### src/design/wavhp_pkg.sv
package wavhp_pkg;

  localparam int FMT_MAX_BYTES = 256;
  localparam int FMT_MIN_BYTES = 16;
  localparam int CHUNK_HDR_BYTES = 8;
  localparam int DIV_STEPS = 31;

  localparam logic [31:0] TAG_RIFF = 32'h52494646;
  localparam logic [31:0] TAG_WAVE = 32'h57415645;
  localparam logic [31:0] TAG_FMT  = 32'h666D7420;
  localparam logic [31:0] TAG_DATA = 32'h64617461;

  localparam logic CFG_CHANNELS = 1'b0;
  localparam logic CFG_RATE     = 1'b1;

  typedef enum logic [3:0] {
    PH_RIFF, PH_SIZE, PH_WAVE, PH_HDR, PH_FMT, PH_SKIP, PH_DRAIN,
    PH_MUL, PH_CHK, PH_DIV
  } phase_t;

  typedef enum logic [2:0] {
    OP_NONE, OP_TAG, OP_LEN, OP_HDR, OP_FMT, OP_SKIP
  } op_t;

  typedef enum logic [3:0] {
    ST_OK        = 4'd0,
    ST_SHORT     = 4'd1,
    ST_NO_RIFF   = 4'd2,
    ST_NO_WAVE   = 4'd3,
    ST_SIZE      = 4'd4,
    ST_OVERFLOW  = 4'd5,
    ST_BAD_FMT   = 4'd6,
    ST_DATA_1ST  = 4'd7,
    ST_NOT_PCM   = 4'd8,
    ST_CHANS     = 4'd9,
    ST_RATE      = 4'd10,
    ST_BYTE_RATE = 4'd11,
    ST_ALIGN     = 4'd12,
    ST_BITS      = 4'd13,
    ST_NO_DATA   = 4'd14
  } status_t;

  typedef struct packed {
    op_t     op;
    logic    clr_cnt;
    logic    load_rem;
    logic    sub_rem;
    logic    clr_fmt;
    logic    set_fmt_seen;
    logic    mul;
    logic    start_div;
    logic    emit;
    status_t code;
    logic    clear;
  } cmd_t;

  typedef struct packed {
    logic    cnt4;
    logic    cnt8;
    logic    tag_riff;
    logic    tag_wave;
    logic    tag_fmt;
    logic    tag_data;
    logic    size_lt4;
    logic    need_gt;
    logic    len_bad;
    logic    len_zero;
    logic    chunk_end;
    logic    rem_zero;
    logic    rem_lt8;
    logic    sub_zero;
    logic    sub_lt8;
    logic    fmt_seen;
    logic    div_busy;
    logic    out_busy;
    status_t chk_code;
  } stat_t;

endpackage

### src/design/wav_header_parser_unit.sv
// Channel      Dir  Width  Contents
// s_axis       in   8+1    tdata: data_byte; tlast: end_of_stream
// m_axis       out  120    tdata: status, channel_count, used_rate, frame_count,
//                          data_offset, zero pad
// cfg          in   1+32   cfg_index 0 expected_channels, 1 expected_rate
//
// One byte per cycle while the header is walked. At the data chunk header the
// input stalls through the multiply phase and the check phase; when the format
// passes, it also stalls through the divide phase (31 quotient bits, then the
// hand-off to the output register). The input also stalls while a result waits
// in the output register.
// rst is synchronous and returns the parser to the RIFF tag with both expected
// values cleared.
module wav_header_parser_unit (
  input  logic         clk,
  input  logic         rst,
  input  logic         s_axis_tvalid,
  output logic         s_axis_tready,
  input  logic [7:0]   s_axis_tdata,   // [7:0] data_byte
  input  logic         s_axis_tlast,   // end_of_stream
  output logic         m_axis_tvalid,
  input  logic         m_axis_tready,
  // [3:0] status, [19:4] channel_count, [51:20] used_rate,
  // [82:52] frame_count, [114:83] data_offset, [119:115] zero
  output logic [119:0] m_axis_tdata,
  input  logic         cfg_we,
  input  logic         cfg_index,
  input  logic [31:0]  cfg_wdata
);
  import wavhp_pkg::*;

  cmd_t        cmd;
  stat_t       stat;
  logic [3:0]  status;
  logic [15:0] channel_count;
  logic [31:0] used_rate;
  logic [30:0] frame_count;
  logic [31:0] data_offset;

  // sequence the parse phases and the format check
  wavhp_ctrl u_ctrl (
    .clk      (clk),
    .rst      (rst),
    .in_valid (s_axis_tvalid),
    .in_last  (s_axis_tlast),
    .in_ready (s_axis_tready),
    .stat     (stat),
    .cmd      (cmd)
  );

  // hold tags, sizes, captured format, divider and the result register
  wavhp_dp u_dp (
    .clk           (clk),
    .rst           (rst),
    .data_byte     (s_axis_tdata),
    .cfg_we        (cfg_we),
    .cfg_index     (cfg_index),
    .cfg_wdata     (cfg_wdata),
    .cmd           (cmd),
    .stat          (stat),
    .out_valid     (m_axis_tvalid),
    .out_ready     (m_axis_tready),
    .status        (status),
    .channel_count (channel_count),
    .used_rate     (used_rate),
    .frame_count   (frame_count),
    .data_offset   (data_offset)
  );

  assign m_axis_tdata = {5'd0, data_offset, frame_count, used_rate, channel_count, status};

endmodule

### src/design/wavhp_ctrl.sv
module wavhp_ctrl (
  input  logic             clk,
  input  logic             rst,
  input  logic             in_valid,
  input  logic             in_last,
  output logic             in_ready,
  input  wavhp_pkg::stat_t stat,
  output wavhp_pkg::cmd_t  cmd
);
  import wavhp_pkg::*;

  phase_t  phase, phase_next;
  logic    eos_hold, eos_hold_next;
  logic    acc, do_nc, nc_sub, has_st, to_check;
  status_t st;

  always_ff @(posedge clk) begin
    if (rst) begin
      phase    <= PH_RIFF;
      eos_hold <= 1'b0;
    end else begin
      phase    <= phase_next;
      eos_hold <= eos_hold_next;
    end
  end

  always_comb begin
    in_ready = 1'b0;
    unique case (phase)
      PH_RIFF, PH_SIZE, PH_WAVE, PH_HDR, PH_FMT, PH_SKIP: in_ready = !stat.out_busy;
      PH_DRAIN: in_ready = 1'b1;
      default:  in_ready = 1'b0;
    endcase
  end

  assign acc = in_valid && in_ready;

  always_comb begin
    cmd           = '0;
    cmd.op        = OP_NONE;
    cmd.code      = ST_OK;
    phase_next    = phase;
    eos_hold_next = eos_hold;
    do_nc         = 1'b0;
    nc_sub        = 1'b0;
    has_st        = 1'b0;
    to_check      = 1'b0;
    st            = ST_OK;

    unique case (phase)
      PH_RIFF: begin
        if (acc) begin
          cmd.op = OP_TAG;
          if (stat.cnt4) begin
            if (!stat.tag_riff) begin
              has_st = 1'b1;
              st     = ST_NO_RIFF;
            end else begin
              cmd.clr_cnt = 1'b1;
              phase_next  = PH_SIZE;
            end
          end
        end
      end
      PH_SIZE: begin
        if (acc) begin
          cmd.op = OP_LEN;
          if (stat.cnt4) begin
            if (stat.size_lt4) begin
              has_st = 1'b1;
              st     = ST_SIZE;
            end else begin
              cmd.load_rem = 1'b1;
              cmd.clr_cnt  = 1'b1;
              phase_next   = PH_WAVE;
            end
          end
        end
      end
      PH_WAVE: begin
        if (acc) begin
          cmd.op = OP_TAG;
          if (stat.cnt4) begin
            if (!stat.tag_wave) begin
              has_st = 1'b1;
              st     = ST_NO_WAVE;
            end else begin
              do_nc = 1'b1;
            end
          end
        end
      end
      PH_HDR: begin
        if (acc) begin
          cmd.op = OP_HDR;
          if (stat.cnt8) begin
            if (stat.need_gt) begin
              has_st = 1'b1;
              st     = ST_OVERFLOW;
            end else begin
              cmd.sub_rem = 1'b1;
              cmd.clr_cnt = 1'b1;
              if (stat.tag_fmt) begin
                if (stat.len_bad) begin
                  has_st = 1'b1;
                  st     = ST_BAD_FMT;
                end else begin
                  cmd.clr_fmt = 1'b1;
                  phase_next  = PH_FMT;
                end
              end else if (stat.tag_data) begin
                if (!stat.fmt_seen) begin
                  has_st = 1'b1;
                  st     = ST_DATA_1ST;
                end else begin
                  to_check      = 1'b1;
                  eos_hold_next = in_last;
                  phase_next    = PH_MUL;
                end
              end else if (stat.len_zero) begin
                do_nc  = 1'b1;
                nc_sub = 1'b1;
              end else begin
                phase_next = PH_SKIP;
              end
            end
          end
        end
      end
      PH_FMT: begin
        if (acc) begin
          cmd.op = OP_FMT;
          if (stat.chunk_end) begin
            cmd.set_fmt_seen = 1'b1;
            do_nc = 1'b1;
          end
        end
      end
      PH_SKIP: begin
        if (acc) begin
          cmd.op = OP_SKIP;
          if (stat.chunk_end) do_nc = 1'b1;
        end
      end
      PH_DRAIN: begin
        if (acc && in_last) begin
          cmd.clear  = 1'b1;
          phase_next = PH_RIFF;
        end
      end
      PH_MUL: begin
        cmd.mul    = 1'b1;
        phase_next = PH_CHK;
      end
      PH_CHK: begin
        if (stat.chk_code != ST_OK) begin
          cmd.emit   = 1'b1;
          cmd.code   = stat.chk_code;
          cmd.clear  = eos_hold;
          phase_next = eos_hold ? PH_RIFF : PH_DRAIN;
        end else begin
          cmd.start_div = 1'b1;
          phase_next    = PH_DIV;
        end
      end
      PH_DIV: begin
        if (!stat.div_busy) begin
          cmd.emit   = 1'b1;
          cmd.code   = ST_OK;
          cmd.clear  = eos_hold;
          phase_next = eos_hold ? PH_RIFF : PH_DRAIN;
        end
      end
      default: phase_next = PH_RIFF;
    endcase

    // what follows a finished chunk
    if (do_nc) begin
      if (nc_sub ? stat.sub_zero : stat.rem_zero) begin
        has_st = 1'b1;
        st     = ST_NO_DATA;
      end else if (nc_sub ? stat.sub_lt8 : stat.rem_lt8) begin
        has_st = 1'b1;
        st     = ST_SIZE;
      end else begin
        cmd.clr_cnt = 1'b1;
        phase_next  = PH_HDR;
      end
    end

    // byte-driven result, or short read on end of stream
    if (acc && phase != PH_DRAIN && !to_check && (has_st || in_last)) begin
      cmd.emit   = 1'b1;
      cmd.code   = has_st ? st : ST_SHORT;
      cmd.clear  = in_last;
      phase_next = in_last ? PH_RIFF : PH_DRAIN;
    end
  end

endmodule

### src/design/wavhp_dp.sv
module wavhp_dp (
  input  logic             clk,
  input  logic             rst,
  input  logic [7:0]       data_byte,
  input  logic             cfg_we,
  input  logic             cfg_index,
  input  logic [31:0]      cfg_wdata,
  input  wavhp_pkg::cmd_t  cmd,
  output wavhp_pkg::stat_t stat,
  output logic             out_valid,
  input  logic             out_ready,
  output logic [3:0]       status,
  output logic [15:0]      channel_count,
  output logic [31:0]      used_rate,
  output logic [30:0]      frame_count,
  output logic [31:0]      data_offset
);
  import wavhp_pkg::*;

  logic [15:0]  exp_ch;
  logic [31:0]  exp_rate;
  logic [31:0]  cnt;
  logic [32:0]  rem;
  logic [31:0]  tag, len;
  logic [127:0] fmt_raw;
  logic         fmt_seen;
  logic [31:0]  offset;
  logic [47:0]  prod;
  logic [30:0]  dq;
  logic [15:0]  dr;
  logic [4:0]   dcnt;
  logic         dbusy;

  logic [31:0]  tag_new, len_new, len_base, off_cur;
  logic [32:0]  need, rem_sub;
  logic         byte_in, len_byte;
  logic [15:0]  f_fmt, f_ch, f_align, f_bits, ch_sel;
  logic [31:0]  f_rate, f_brate, rate_sel;
  logic [16:0]  dshift;
  logic         dge;
  status_t      chk;

  assign f_fmt   = fmt_raw[15:0];
  assign f_ch    = fmt_raw[31:16];
  assign f_rate  = fmt_raw[63:32];
  assign f_brate = fmt_raw[95:64];
  assign f_align = fmt_raw[111:96];
  assign f_bits  = fmt_raw[127:112];
  assign ch_sel   = (exp_ch != 16'd0) ? exp_ch : f_ch;
  assign rate_sel = (exp_rate != 32'd0) ? exp_rate : f_rate;

  assign byte_in  = (cmd.op != OP_NONE);
  assign len_byte = (cmd.op == OP_LEN) || (cmd.op == OP_HDR && cnt[2]);
  assign tag_new  = {tag[23:0], data_byte};
  assign len_base = (cnt[1:0] == 2'd0) ? 32'd0 : len;
  assign len_new  = len_base | ({24'd0, data_byte} << {cnt[1:0], 3'b000});
  assign need     = 33'(CHUNK_HDR_BYTES) + {1'b0, len_new};
  assign rem_sub  = rem - need;
  assign off_cur  = byte_in ? offset + 32'd1 : offset;

  always_comb begin
    chk = ST_OK;
    priority if (f_fmt != 16'd1)                        chk = ST_NOT_PCM;
    else if (f_ch == 16'd0 || f_ch != ch_sel)           chk = ST_CHANS;
    else if (f_rate != rate_sel)                        chk = ST_RATE;
    else if ({17'd0, f_brate} != {prod, 1'b0})          chk = ST_BYTE_RATE;
    else if ({1'b0, f_align} != {ch_sel, 1'b0})         chk = ST_ALIGN;
    else if (f_bits != 16'd16)                          chk = ST_BITS;
  end

  always_comb begin
    stat           = '0;
    stat.cnt4      = (cnt == 32'd3);
    stat.cnt8      = (cnt == 32'd7);
    stat.tag_riff  = (tag_new == TAG_RIFF);
    stat.tag_wave  = (tag_new == TAG_WAVE);
    stat.tag_fmt   = (tag == TAG_FMT);
    stat.tag_data  = (tag == TAG_DATA);
    stat.size_lt4  = (len_new < 32'd4);
    stat.need_gt   = (need > rem);
    stat.len_bad   = (len_new < 32'(FMT_MIN_BYTES)) || (len_new > 32'(FMT_MAX_BYTES));
    stat.len_zero  = (len_new == 32'd0);
    stat.chunk_end = ({1'b0, cnt} + 33'd1 >= {1'b0, len});
    stat.rem_zero  = (rem == 33'd0);
    stat.rem_lt8   = (rem < 33'(CHUNK_HDR_BYTES));
    stat.sub_zero  = (rem_sub == 33'd0);
    stat.sub_lt8   = (rem_sub < 33'(CHUNK_HDR_BYTES));
    stat.fmt_seen  = fmt_seen;
    stat.div_busy  = dbusy;
    stat.out_busy  = out_valid;
    stat.chk_code  = chk;
  end

  assign dshift = {dr, dq[30]};
  assign dge    = (dshift >= {1'b0, ch_sel});

  always_ff @(posedge clk) begin
    if (rst) begin
      exp_ch   <= '0;
      exp_rate <= '0;
    end else if (cfg_we) begin
      if (cfg_index == CFG_CHANNELS) exp_ch <= cfg_wdata[15:0];
      else                           exp_rate <= cfg_wdata;
    end
  end

  always_ff @(posedge clk) begin
    if (rst || cmd.clear) begin
      cnt      <= '0;
      rem      <= '0;
      fmt_seen <= 1'b0;
      offset   <= '0;
    end else begin
      if (cmd.clr_cnt)  cnt <= '0;
      else if (byte_in) cnt <= cnt + 32'd1;
      if (cmd.load_rem)     rem <= {1'b0, len_new} - 33'd4;
      else if (cmd.sub_rem) rem <= rem_sub;
      if (cmd.set_fmt_seen) fmt_seen <= 1'b1;
      offset <= off_cur;
    end
  end

  // payload holders
  always_ff @(posedge clk) begin
    if (cmd.op == OP_TAG || (cmd.op == OP_HDR && !cnt[2])) tag <= tag_new;
    if (len_byte) len <= len_new;
    if (cmd.clr_fmt) fmt_raw <= '0;
    else if (cmd.op == OP_FMT && cnt < 32'd16) fmt_raw[{cnt[3:0], 3'b000} +: 8] <= data_byte;
    if (cmd.mul) prod <= ch_sel * rate_sel;
  end

  // restoring divider, one quotient bit per cycle
  always_ff @(posedge clk) begin
    if (rst) begin
      dbusy <= 1'b0;
      dcnt  <= '0;
    end else if (cmd.start_div) begin
      dbusy <= 1'b1;
      dcnt  <= 5'(DIV_STEPS);
    end else if (dbusy) begin
      dcnt <= dcnt - 5'd1;
      if (dcnt == 5'd1) dbusy <= 1'b0;
    end
  end

  always_ff @(posedge clk) begin
    if (cmd.start_div) begin
      dq <= len[31:1];
      dr <= '0;
    end else if (dbusy) begin
      dq <= {dq[29:0], dge};
      dr <= dge ? 16'(dshift - {1'b0, ch_sel}) : dshift[15:0];
    end
  end

  always_ff @(posedge clk) begin
    if (rst) out_valid <= 1'b0;
    else if (cmd.emit) out_valid <= 1'b1;
    else if (out_ready) out_valid <= 1'b0;
  end

  always_ff @(posedge clk) begin
    if (cmd.emit) begin
      status <= cmd.code;
      if (cmd.code == ST_OK) begin
        channel_count <= ch_sel;
        used_rate     <= rate_sel;
        frame_count   <= dq;
        data_offset   <= off_cur;
      end else begin
        channel_count <= '0;
        used_rate     <= '0;
        frame_count   <= '0;
        data_offset   <= '0;
      end
    end
  end

endmodule
### config.mk
export PLATFORM = sky130hd
export DESIGN_NAME = wav_header_parser_unit
export DESIGN_NICKNAME = d
export VERILOG_FILES = /design/src/design/wavhp_pkg.sv /design/src/design/wav_header_parser_unit.sv /design/src/design/wavhp_ctrl.sv /design/src/design/wavhp_dp.sv
export SDC_FILE = /design/constraint.sdc
export NUM_CORES = 2
export LEC_CHECK = 0
export ABC_CLOCK_PERIOD_IN_PS = 15400
export BUFFER_PORTS_ARGS = -buffer_cell sky130_fd_sc_hd__clkbuf_2
export CAP_MARGIN = 20
export CORE_AREA = 5 5 228 452
export CTS_CLUSTER_SIZE = 24
export DETAILED_ROUTE_END_ITERATION = 12
export DIE_AREA = 0 0 233 457
export GPL_ROUTABILITY_DRIVEN = 0
export GPL_TIMING_DRIVEN = 0
export PLACE_DENSITY_LB_ADDON = 0.15
export SLEW_MARGIN = 10
export SYNTH_ARGS = -nofsm -noshare
export SYNTH_HDL_FRONTEND = slang
export SYNTH_HIERARCHICAL = 1
export SYNTH_SLANG_ARGS = --single-unit
export TNS_END_PERCENT = 1
### constraint.sdc
create_clock -name clk -period 15.4 [get_ports clk]
set_clock_uncertainty 0.2 [all_clocks]
set_input_delay 3.85 -clock clk [delete_from_list [all_inputs] [get_ports clk]]
set_output_delay 3.85 -clock clk [all_outputs]
set_load 0.005 [all_outputs]
Word level (Yosys, flattened, before mapping):

Cells that the tools add are included.

* RAM bits: 0
* bits in latches: 0
* ROM bits: 0
* memories kept: 0
* bits in registers: 560
* input bits: 47

* reductions and logical operators: 38
* muxes and demuxes: 145
* $add $sub $neg: 9
* bitwise gates (word level): 4
* $mul: 1
* shifts and indexed selects: 3
* div/mod/pow operators: 0
* eq/ne operators: 27
* order comparisons: 9

Operator list (count)
* $mux W4: 40
* $bwmux W128: 1
* $eq A32 B31 Y1 const B: 4
* $shift A8 B9 Y128 const A: 1
* $shiftx A8 B9 Y128: 1
* $mux W32: 3
* $logic_not A33 Y1: 2
* $lt A33 B4 Y1 const B: 2
* $mux W33: 2
* $add A32 B1 Y32 const B: 2
* $lt A32 B5 Y1 const B: 2
* $mux W31: 2
* $mux W1: 61
* $ne A32 B49 Y1: 1
* $mul A16 B32 Y48: 1
* $add A32 B1 Y33 const B: 1
* $add A4 B32 Y33 const A: 1
* $ge A33 B32 Y1: 1
* $gt A33 B33 Y1: 1
* $sub A32 B3 Y33 const B: 1
* $sub A33 B33 Y33: 1
* $eq A32 B2 Y1 const B: 1
* $eq A32 B3 Y1 const B: 1
* $gt A32 B9 Y1 const B: 1
* other kinds (51): 102

Logic depth before layout (Yosys ltp):

* word-level depth: 20
* depth in mapped cells: 37
* mapped depth without buffers: 32

Hierarchy:

Netlist, hierarchy kept.

By module, submodules not included
* wavhp_dp: area each 43450.4 µm², instances 1, cells an instance 4863
* wavhp_ctrl: area each 854.6 µm², instances 1, cells an instance 123
* wav_header_parser_unit: area each 41.3 µm², instances 1, cells an instance 6

Worst setup path after synthesis:

OpenSTA, ideal clock, no wires.

* path type: input to register
* start point: in s_axis_tdata[5]
* end point: reg u_dp.channel_count[0] (enable)
* data required time: 14.721 ns
* data arrival time: 10.942 ns
* library setup time: 0.479 ns
* path slack: 3.779 ns
* cell stages on the path: 24
* cells stage by stage: clkbuf_1 > nand2_1 > o21ai_1 > nand4_1 > nand2b_1 > or3_1 > nand2b_1 > nor2_1 > nand3_1 > xor2_1 > ha_1 > clkbuf_1 > nand3_1 > nor3_1 > nand3_1 > a211o_1 > a21oi_1 > o21a_1 > nor2_1 > and4bb_2 > nand4_1 > mux2_2 > o211a_1 > nand2_1

RTL lines
* from (decl): RTL line wav_header_parser_unit.sv:19 `input logic [7:0] s_axis_tdata,`
* to (signal assigned): RTL line wavhp_dp.sv:166 `channel_count <= ch_sel;`
* to (decl): RTL line wavhp_dp.sv:13 `output logic [15:0] channel_count,`

==> impl_metrics.yaml <==
run_status:
  status: "completed"
setup_path:
  r2r_slack_ns: 4.17
  cp_max_fo: 10
  cpLargestDelayFamily: "simple AND/OR/NAND/NOR gates"
  cp_slowest_cell: "clkbuf_1"
  timing.rr.end: "u_dp/prod[47]"
  worst_ep_required_time_ns: 15.60
  crit_path_end_kind: "flop"
  critPathBufInv: 5
  crit_top_cell: "clkbuf_1"
  startpoint: "s_axis_tdata[2]"
  rr_startpoint: "u_dp/exp_ch[15]"
  rr_worst_depth: 30
  start_kind: "primary input"
  criticalPathCategory: "primary input to flop"
  max_stage_delay_ns: 0.79
  worstPathArrival_ns: 12.71
run:
  max_cap_viol_count: 0
die:
  coreArea_mm2: 0.0993
  core.rowCount: 164
  dieHeight_um: 457
  pin_count: 169
  dieArea_mm2: 0.106
  start_util: 0.447
  die_w_um: 233
synth:
  synth_adder_area_share: 0.250
  synth-compound-area-share: 0.104
  ys_async_sr_fraction: 0
  synthMuxAreaShare: 0.0165
  yosys_warnings: 6
  synthCells: 4992
  synth_ff_type: "dfxtp_1"
  ys_ff_latch: 560
  synthTopCellsByArea: "fa_1, edfxtp_1, dfxtp_1"
  synth_top_family_by_area: "adder cells"
  synthXorXnorAreaFrac: 0.0512
  synth.distinct_cells: 96
  yosys.area.top_type: "fa_1"
  avgSynthCellArea_um2: 8.88
  ys_seq_area_frac: 0.311
  synth_top_area_frac: 0.190
  synth_edf_count: 258
  syn_area_mm2: 0.0443
  synth-simple-area-share: 0.196
global_routing:
  grt_antenna_before_repair: 2
  grt_usage: 0.267
  grt_pass1_vias: 36300
  overflow: 0
  grt_max_degree: 64
  grt_pass1_wl_um: 219000
drt:
  wire_per_inst_um: 21.9
  routed_wl_um: 144000
  ant_nets: 0
  vias: 36800
  drt_pre_antenna_iters: 10
  vias_per_cell: 5.57
  dr.first_iter.drc_count: 3768
  drc_errors: 0
layout:
  drive_above_1_share: 0.0687
  top_register: "u_dp/fmt_raw"
  fin_util: 0.491
  largest_register_ffs: 128
  reg.largest.list: "u_dp/fmt_raw: 128 flops, u_dp/prod: 48 flops, u_dp/rem: 33 flops"
  areaGrowthSynthToFinish_pct: 10.0
  fin_nets: 5907
pwr:
  total_leakage_power_nw: 21.1
  p_total_mw: 3.63
  p_per_area_mw_per_mm2: 74.3
  peakVddDrop_v: 0.0000731
cts:
  cts_hold_buf: 0
  cts_root_buf: "clkbuf_16"
  path_clk_slew_ns: 0.06
  post_cts_buffers: 0
  cts_num_sinks: 560
  cts_tree: "done"
  cts.path.max_buffers: 3
  clk_latency_ns: 0.67
  cts_resized: 0
  htree_levels: 2
  cts_buffers: 52
timing:
  final-max-slew-violation-count: 0
  holdWs_ns: 0.246
  final.period_utilization: 0.812
  fmax_mhz: 79.9
  rsz0062_at_grt: "false"
  setup_violations: 0
  slew_headroom: 0.111
  finalHoldViolCount: 0
  fin_crit_ns: 12.51
  tightest_slew_ns: 1.33
  setup_tns_ns: 0
min_path:
  min_from: "u_dp/tag[23]"
  hold_class: "flop to flop"
  worstHoldEndpoint: "u_dp/tag[31]"
  hold_path_depth: 0
place:
  io_buffers: 163
  place_hpwl_um: 116000
## layout make-up
type                       count  area, um2
antenna                        3       7.51
clock buffer                  70       1510
buffer                       226        907
sequential                   560      13800
fill                        9685      50500
inverter                     602       2260
tap                         1328       1660
multi-input combinational   3608      27400
clock inverter                28        260
timing repair buffer         176        972
## through the flow
step                      std cells  cell area (um2)  worst slack (ns)
after floorplan                4996            44400              3.78
after CTS                      6594            48800              3.07
after global placement         6487            46800             0.416
after detailed placement       6496            47000              2.49
final                          6601            48800              2.89
after global routing           6599            48800              2.54
## worst reg2reg max path, delay by kind of cell (launching register included)
kind / cells / cell delay, ns
adder cells (fa/ha/maj): 7 / 3.53
buffers and inverters: 8 / 2.98
XOR/XNOR: 1 / 0.11
AND/OR/NAND/NOR: 3 / 0.81
AO/OA/AOI/OAI: 11 / 2.85
flip-flops: 1 / 0.39
## cells in the final DEF (no fill, tap or decap), drive strengths merged, types with 55 or more instances in the layout
cell	netlist	routed
xor2	128	128
nor4	73	73
nor3	84	84
edfxtp	258	258
dfxtp	302	302
or3	55	55
ha	214	214
inv	597	604
a21oi	298	298
nor2	656	656
a211oi	55	55
o21ai	88	88
nand3	69	69
nand2	686	686
clkbuf	188	422
a21o	86	86
xnor2	131	131
fa	420	420
## routing by layer
metal  vias up  part of all wire  global-route usage
met5         -                 0                   0
met4         0             0.045               0.108
met3       322             0.086              0.0444
met2      1676              0.45               0.410
met1     17900              0.42               0.377
li1      17000                 -                   -
## Yosys cell counts, types with 69 or more instances
library cell	n
a21o_1	86
a21oi_1	298
clkbuf_1	188
dfxtp_1	302
edfxtp_1	258
fa_1	420
ha_1	214
inv_1	589
nand2_1	685
nand3_1	69
nor2_1	655
nor3_1	83
nor4_1	70
o21ai_0	71
xnor2_1	131
xor2_1	128
## how the worst max path moves through the flow
stage                              to  slack (ns)  cells after the start
6_report           u_dp/used_rate[26]        2.89                     28
3_5_place_dp       u_dp/used_rate[29]        2.49                     28
2_1_floorplan   u_dp/channel_count[0]        3.78                     24
4_1_cts            u_dp/used_rate[29]        3.07                     28
3_3_place_gp   u_dp/channel_count[15]        0.42                     24
5_1_grt            u_dp/used_rate[27]        2.54                     28
## where the power goes
part / switching, mW / internal [mW]
logic: 0.445 / 0.221
registers: 0.0308 / 1.60
clock network: 0.629 / 0.703
total: 1.10 / 2.52
## kinds of logic after synthesis
kind of cell,Yosys count
XOR/XNOR,259
multiplexers,69
other,1
AO/OA/AOI/OAI,727
flip-flops,560
buffers and inverters,828
AND/OR/NAND/NOR,1914
adder cells (fa/ha/maj),634
No activity file was read; power rests on OpenSTA's default activity.
